[src/rtl/pcc_pkg.sv]
package pcc_pkg;

    // Palette geometry
    localparam int PALETTE_ENTRIES = 256;
    localparam int IDX_W           = $clog2(PALETTE_ENTRIES);
    localparam int COLOR_W         = 24;

    // Width for index sums (start + offset reaches 510, start + count - 1 reaches 765)
    localparam int SUM_W = 10;
    localparam int CMP_W = (SUM_W > IDX_W + 1) ? SUM_W : IDX_W + 1;

    // Stage time width and remainder unit step count
    localparam int TIME_W    = 32;
    localparam int REM_CNT_W = $clog2(TIME_W);

    // Operation codes
    localparam logic [1:0] OP_WRITE  = 2'd0;
    localparam logic [1:0] OP_ROTATE = 2'd1;
    localparam logic [1:0] OP_READ   = 2'd2;

    typedef struct packed {
        logic [1:0]          op;
        logic [7:0]          start_index;
        logic [7:0]          offset;
        logic [8:0]          count;
        logic signed [7:0]   speed;
        logic [TIME_W-1:0]   stage_time;
        logic [7:0]          red;
        logic [7:0]          green;
        logic [7:0]          blue;
    } t_in_item;

    typedef struct packed {
        logic [7:0] read_red;
        logic [7:0] read_green;
        logic [7:0] read_blue;
        logic       rotated;
        logic       dropped;
    } t_out_item;

    // Status from the remainder unit to the sequencer
    typedef struct packed {
        logic done;
        logic zero;
    } t_rem_status;

endpackage

[src/rtl/pcc_rem.sv]
module pcc_rem import pcc_pkg::*; (
    input  logic              i_clk,
    input  logic              i_rst_n,
    input  logic              i_start,
    input  logic [TIME_W-1:0] i_dividend,
    input  logic [7:0]        i_divisor,
    output t_rem_status       o_status
);

    logic                 r_busy;
    logic                 r_done;
    logic [REM_CNT_W-1:0] r_cnt;
    logic [TIME_W-1:0]    r_dvd;
    logic [7:0]           r_rem;
    logic [7:0]           r_div;
    logic [8:0]           trial;
    logic                 fits;

    // One restoring step: shift in the next dividend bit, subtract if it fits
    assign trial = {r_rem, r_dvd[TIME_W-1]};
    assign fits  = trial >= {1'b0, r_div};

    always_ff @(posedge i_clk) begin
        if (!i_rst_n) begin
            r_busy <= 1'b0;
            r_done <= 1'b0;
            r_cnt  <= '0;
        end else begin
            r_done <= 1'b0;
            if (i_start) begin
                r_busy <= 1'b1;
                r_cnt  <= '0;
                r_dvd  <= i_dividend;
                r_div  <= i_divisor;
                r_rem  <= '0;
            end else if (r_busy) begin
                r_rem <= fits ? 8'(trial - {1'b0, r_div}) : trial[7:0];
                r_dvd <= {r_dvd[TIME_W-2:0], 1'b0};
                r_cnt <= r_cnt + REM_CNT_W'(1);
                // Finish after the last dividend bit
                if (r_cnt == REM_CNT_W'(TIME_W - 1)) begin
                    r_busy <= 1'b0;
                    r_done <= 1'b1;
                end
            end
        end
    end

    assign o_status.done = r_done;
    assign o_status.zero = (r_rem == 8'd0);

endmodule

[config.mk]
export PLATFORM = sky130hd
export DESIGN_NAME = pcc_rem
export DESIGN_NICKNAME = d
export VERILOG_FILES = /design/src/rtl/pcc_pkg.sv /design/src/rtl/pcc_rem.sv
export SDC_FILE = /design/constraint.sdc
export NUM_CORES = 1
export LEC_CHECK = 0
export BUFFER_PORTS_ARGS = -buffer_cell sky130_fd_sc_hd__buf_2
export CAP_MARGIN = 20
export CORE_MARGIN = 2
export CORE_UTILIZATION = 53
export DETAILED_ROUTE_END_ITERATION = 8
export GPL_TIMING_DRIVEN = 0
export PLACE_DENSITY = 0.84
export SYNTH_ARGS = -nofsm -noshare
export SYNTH_HDL_FRONTEND = slang
export SYNTH_SLANG_ARGS = --single-unit
[constraint.sdc]
create_clock -name i_clk -period 3.3 [get_ports i_clk]
set_clock_uncertainty 0.05 [all_clocks]
set_input_delay 0.33 -clock i_clk [delete_from_list [all_inputs] [get_ports i_clk]]
set_output_delay 0.33 -clock i_clk [all_outputs]
set_load 0.01 [all_outputs]
## Yosys cells after proc, flatten, opt, wreduce, memory -nomap -nowiden

Cells that the tools add are included.

- Reduce and logical (&&, ||, !) cells: 6
- Order comparisons: 1
- Bitwise operators: 2
- Equality and inequality tests: 1
- Add/subtract/negate cells: 2
- Multiplexer cells: 8

Operators by type and width:

| operator | number |
|---|---|
| 2-to-1 mux 32 bit | 2 |
| 2-to-1 mux 8 bit | 2 |
| >= comparator 9 x 8 -> 1 bit | 1 |
| zero test 8 bit | 1 |
| subtractor 8 bit | 1 |
| adder 5 x 1 -> 5 bit, second input constant | 1 |
| equality test 5 bit, second input constant | 1 |
| 2-to-1 mux 1 bit | 4 |
| AND reduction 2 bit | 2 |
| OR reduction 3 bit | 1 |
| inverter 1 bit | 2 |
| nonzero test 2 bit | 1 |
| OR reduction 2 bit | 1 |

- Word-level logic and storage cells: 26
- Output and inout bits: 2
- Register bits: 55

## Depth between registers and ports, before layout

- Depth in word-level cells: 4
- Depth in mapped cells: 8
- Depth with buffers taken out: 8

## Least setup slack after synthesis

No wires, ideal clock.

- Path type: register to register
- From: register r_busy
- To: register r_dvd[0] (enable)
- Path slack: 1.280 ns
- Cell stages (with the launch flop): 3
- Arrival time: 1.570 ns
- Cells stage by stage: dfxtp_1 -> clkbuf_1 -> o21a_1

- Word-level cells in the longest chain between the ends: 2

RTL lines:

| what | RTL line | text |
|---|---|---|
| start: declaration | pcc_rem.sv:10 | `logic r_busy;` |
| start signal: assignment | pcc_rem.sv:25 | `r_busy <= 1'b0;` |
| start signal: assignment | pcc_rem.sv:31 | `r_busy <= 1'b1;` |
| start signal: assignment | pcc_rem.sv:42 | `r_busy <= 1'b0;` |
| nonzero test 2 bit (no line) | n/a |  |
| AND reduction 2 bit (no line) | n/a |  |
| end signal: assignment | pcc_rem.sv:33 | `r_dvd <= i_dividend;` |
| end signal: assignment | pcc_rem.sv:38 | `r_dvd <= {r_dvd[TIME_W-2:0], 1'b0};` |
| end: declaration | pcc_rem.sv:13 | `logic [TIME_W-1:0] r_dvd;` |

No other way between the ends.
A chain may end at the register's enable or synchronous reset.

## Worst setup path after layout

- From: register r_rem[2]
- To: register r_rem[5], data pin

- Word-level cells in the longest chain between the ends: 3

RTL lines:

| what | RTL line | text |
|---|---|---|
| start: declaration | pcc_rem.sv:14 | `logic [7:0] r_rem;` |
| start signal: assignment | pcc_rem.sv:37 | `r_rem <= fits ? 8'(trial - {1'b0, r_div}) : trial[7:0];` |
| subtractor 8 bit / >= comparator 9 x 8 -> 1 bit (equally long branches) | pcc_rem.sv:37, pcc_rem.sv:21 |  |
| 2-to-1 mux 8 bit * | pcc_rem.sv:37 |  |
| 2-to-1 mux 8 bit * | pcc_rem.sv:36 | `end else if (r_busy) begin` |

Mark *: on every way between the ends. The rest lies on a longest branch, timed or not. The select of a mux whose other input is x is not followed.

==> run summary <==
ant diodes = 0
placed cell areas = 2960 µm²
cell count after synthesis = 190
Hold Fails Final Rpt = 0
layout cells sized above 1 = 0.386
Reg power frac = 0.566
clock sinks = 55
required arrival time at the worst endpoint = 3300 ps
ys async rst share = 0
Root Driver = clkbuf_8
Worst Setup SP = r_rem[2]
Logic pwr share = 0.157
Final min period = 2190 ps
Total Power = 0.00147 W
Setup crit end = r_rem[5]
Ports = 45
Worst-Margin Slew = 951 ps
total CTS buffers = 5
via count = 1649
setup TNS = 0 ps
Mapped Area = 2660 µm²
post-DP HPWL = 3210 µm
Pint = 0.00112 W
vias in the first global route = 1702
Initial DRC Count = 207
worst reg2reg path endpoint = r_rem[5]
largest net degree at the start of global routing = 42
EDFF count, synth = 48
post-synth top area cell = edfxtp_1
Slew Limit Fails = 0
DIE WIDTH = 74.8 µm
1st-pass router iterations = 5
wl on met1 = 1980 µm
routed vias/inst = 5.35
Lkg Pwr = 1.19 nW
Top FF cell, synth = edfxtp_1
final net count = 294
Seq cells post-synth = 55
Detail Route met3 WL = 268 µm
HP Class = in2reg
Slew HR = 0.366
max cap viols = 0
clock tree buffer depth = 2
Net Switching = 0.000350 W
H-tree depth = 2
gpl congestion = 0.873
All-Layer GR Usage = 0.182
FF-to-FF path depth = 6
antenna viol nets, final = 0
Net Count, Synth = 244
highest routed layer = met4
met2 WL = 2250 µm
Clock transition at path regs = 100 ps
r2r setup slk = 1110 ps
initial antenna violation count = 0
Peak supply drop = 349 µV
Syn Area/Cell = 14.0 µm²
CP Max Fanout = 7
Layout area overhead = 15.1%
Synth Warn # = 0
gr ovfl total = 0
status = completed
worst skew pair latency = 310 ps
row count = 25
pwr/cell area = 481 nW/µm²
register area share after synthesis = 0.595
critical path type = reg2reg
starting density of the core = 0.556
die height = 74.8 µm
CP startpoint kind = register
Sw Share = 0.238
Routed WL per cell = 14.8 µm
CP Capture Type = register
DIE AREA = 5600 µm²
post-synth top area share = 0.542
# setup viols final = 0
worst hold start = i_divisor[4]
# port buffers = 43
CP arrival = 2190 ps
Clk pwr share = 0.277
Distinct cells, synth = 44
final WL = 4550 µm
CTS tree = done
post-CTS setup buffer count = 0
Fmax achieved = 456 MHz
r2r startpoint = r_rem[2]
Post-CTS Hold Buffers = 0
post-CTS resize count = 0
finished layout cell area = 3060 µm²
Core Area = 4790 µm²
DRC = 0
RSZ-0062 raised after global routing = no
global-route wire length before repair = 7590 µm
final worst path period share = 0.664
largest cells by area after synthesis = edfxtp_1 54%, mux2_2 13%, dfxtp_1 5.3%
flip-flops by register name, summed over array words and instances (netlist names):
register / count
r_div: 8
r_busy: 1
r_dvd: 32
r_cnt: 5
r_done: 1
r_rem: 8
worst max-delay path, stage by stage (launching register included):
cell      delay, ps
edfxtp_1        440
ha_1            390
and3_4          200
o21a_2          160
o31a_2          400
o211ai_1        210
a21oi_1          90
area by class of cell:
type	count	area (µm²)
plain buffers	7	32.5
well taps	67	83.8
fillers	372	1730
multi-input cells	118	1010
clock buffers	8	101
inverters	10	37.5
repair buffers	43	215
flip-flops and latches	55	1580
through the flow:
step                hold WS, ps  worst slack (ps)  instances  utilization
finish                      140              1110        308        0.639
global route                135               991        308        0.639
CTS                         138              1130        308        0.639
detailed placement          454              1150        300        0.618
global placement            434               883        300        0.618
floorplan                   379              1280        190            -
cells by family (layout without fill, tap and decap cells):
| family | after synthesis | count (layout) | synth area share |
|---|---|---|---|
| fa+ha+maj | 11 | 11 | 0.0546 |
| mux | 33 | 33 | 0.139 |
| xor+xnor | 4 | 4 | 0.0132 |
| buf+inv | 17 | 68 | 0.0264 |
| flops | 55 | 55 | 0.595 |
| compound gates | 32 | 32 | 0.0913 |
| simple gates | 38 | 38 | 0.0809 |
worst min-delay path by stage:
stage	to	slack, ps	depth (start not counted)
2_1_floorplan	r_div[0]	380	0
3_3_place_gp	r_cnt[4]	430	2
3_5_place_dp	r_cnt[3]	450	2
4_1_cts	r_div[7]	140	1
5_1_grt	r_div[6]	130	1
6_report	r_div[4]	140	1
Yosys cell counts (3+ instances only):
cell / n
clkbuf_1: 4
nand3_1: 6
a21oi_1: 6
mux2_2: 31
o21ai_0: 4
inv_1: 10
ha_1: 10
edfxtp_1: 48
o21a_1: 3
or3_1: 3
dfxtp_1: 7
a211oi_1: 3
nor2_1: 8
nand2_1: 3
o211ai_1: 3
power groups by stage:
stage	Combinational (W)	Clock, W	Sequential, W
after floorplan	0.000171	0	0.000842
after global placement	0.000221	0	0.000848
after detailed placement	0.000230	0	0.000849
after CTS	0.000231	0.000416	0.000833
after global routing	0.000259	0.000440	0.000838
final	0.000231	0.000409	0.000833
placed cells by master (no fill, tap or decap), drive strengths merged, types with 2 or more instances in the layout:
master / Yosys / layout
nor2b: 2 / 2
a211oi: 4 / 4
nand2: 5 / 5
and2: 2 / 2
xnor2: 2 / 2
ha: 10 / 10
o21a: 4 / 4
buf: 3 / 46
mux2i: 2 / 2
or4: 2 / 2
o31a: 2 / 2
edfxtp: 48 / 48
nor3: 2 / 2
nor2: 8 / 8
clkbuf: 4 / 12
inv: 10 / 10
and3: 4 / 4
o211ai: 3 / 3
dfxtp: 7 / 7
a21oi: 6 / 6
or3: 3 / 3
o21ai: 6 / 6
nand3: 6 / 6
xor2: 2 / 2
mux2: 31 / 31
layer usage:
metal | vias up | track usage
li1 | 822 | -
met3 | 5 | 0.0589
met4 | 0 | 0.0476
met2 | 35 | 0.297
met1 | 787 | 0.236
met5 | - | 0
No activity file was read; power rests on OpenSTA's default activity.
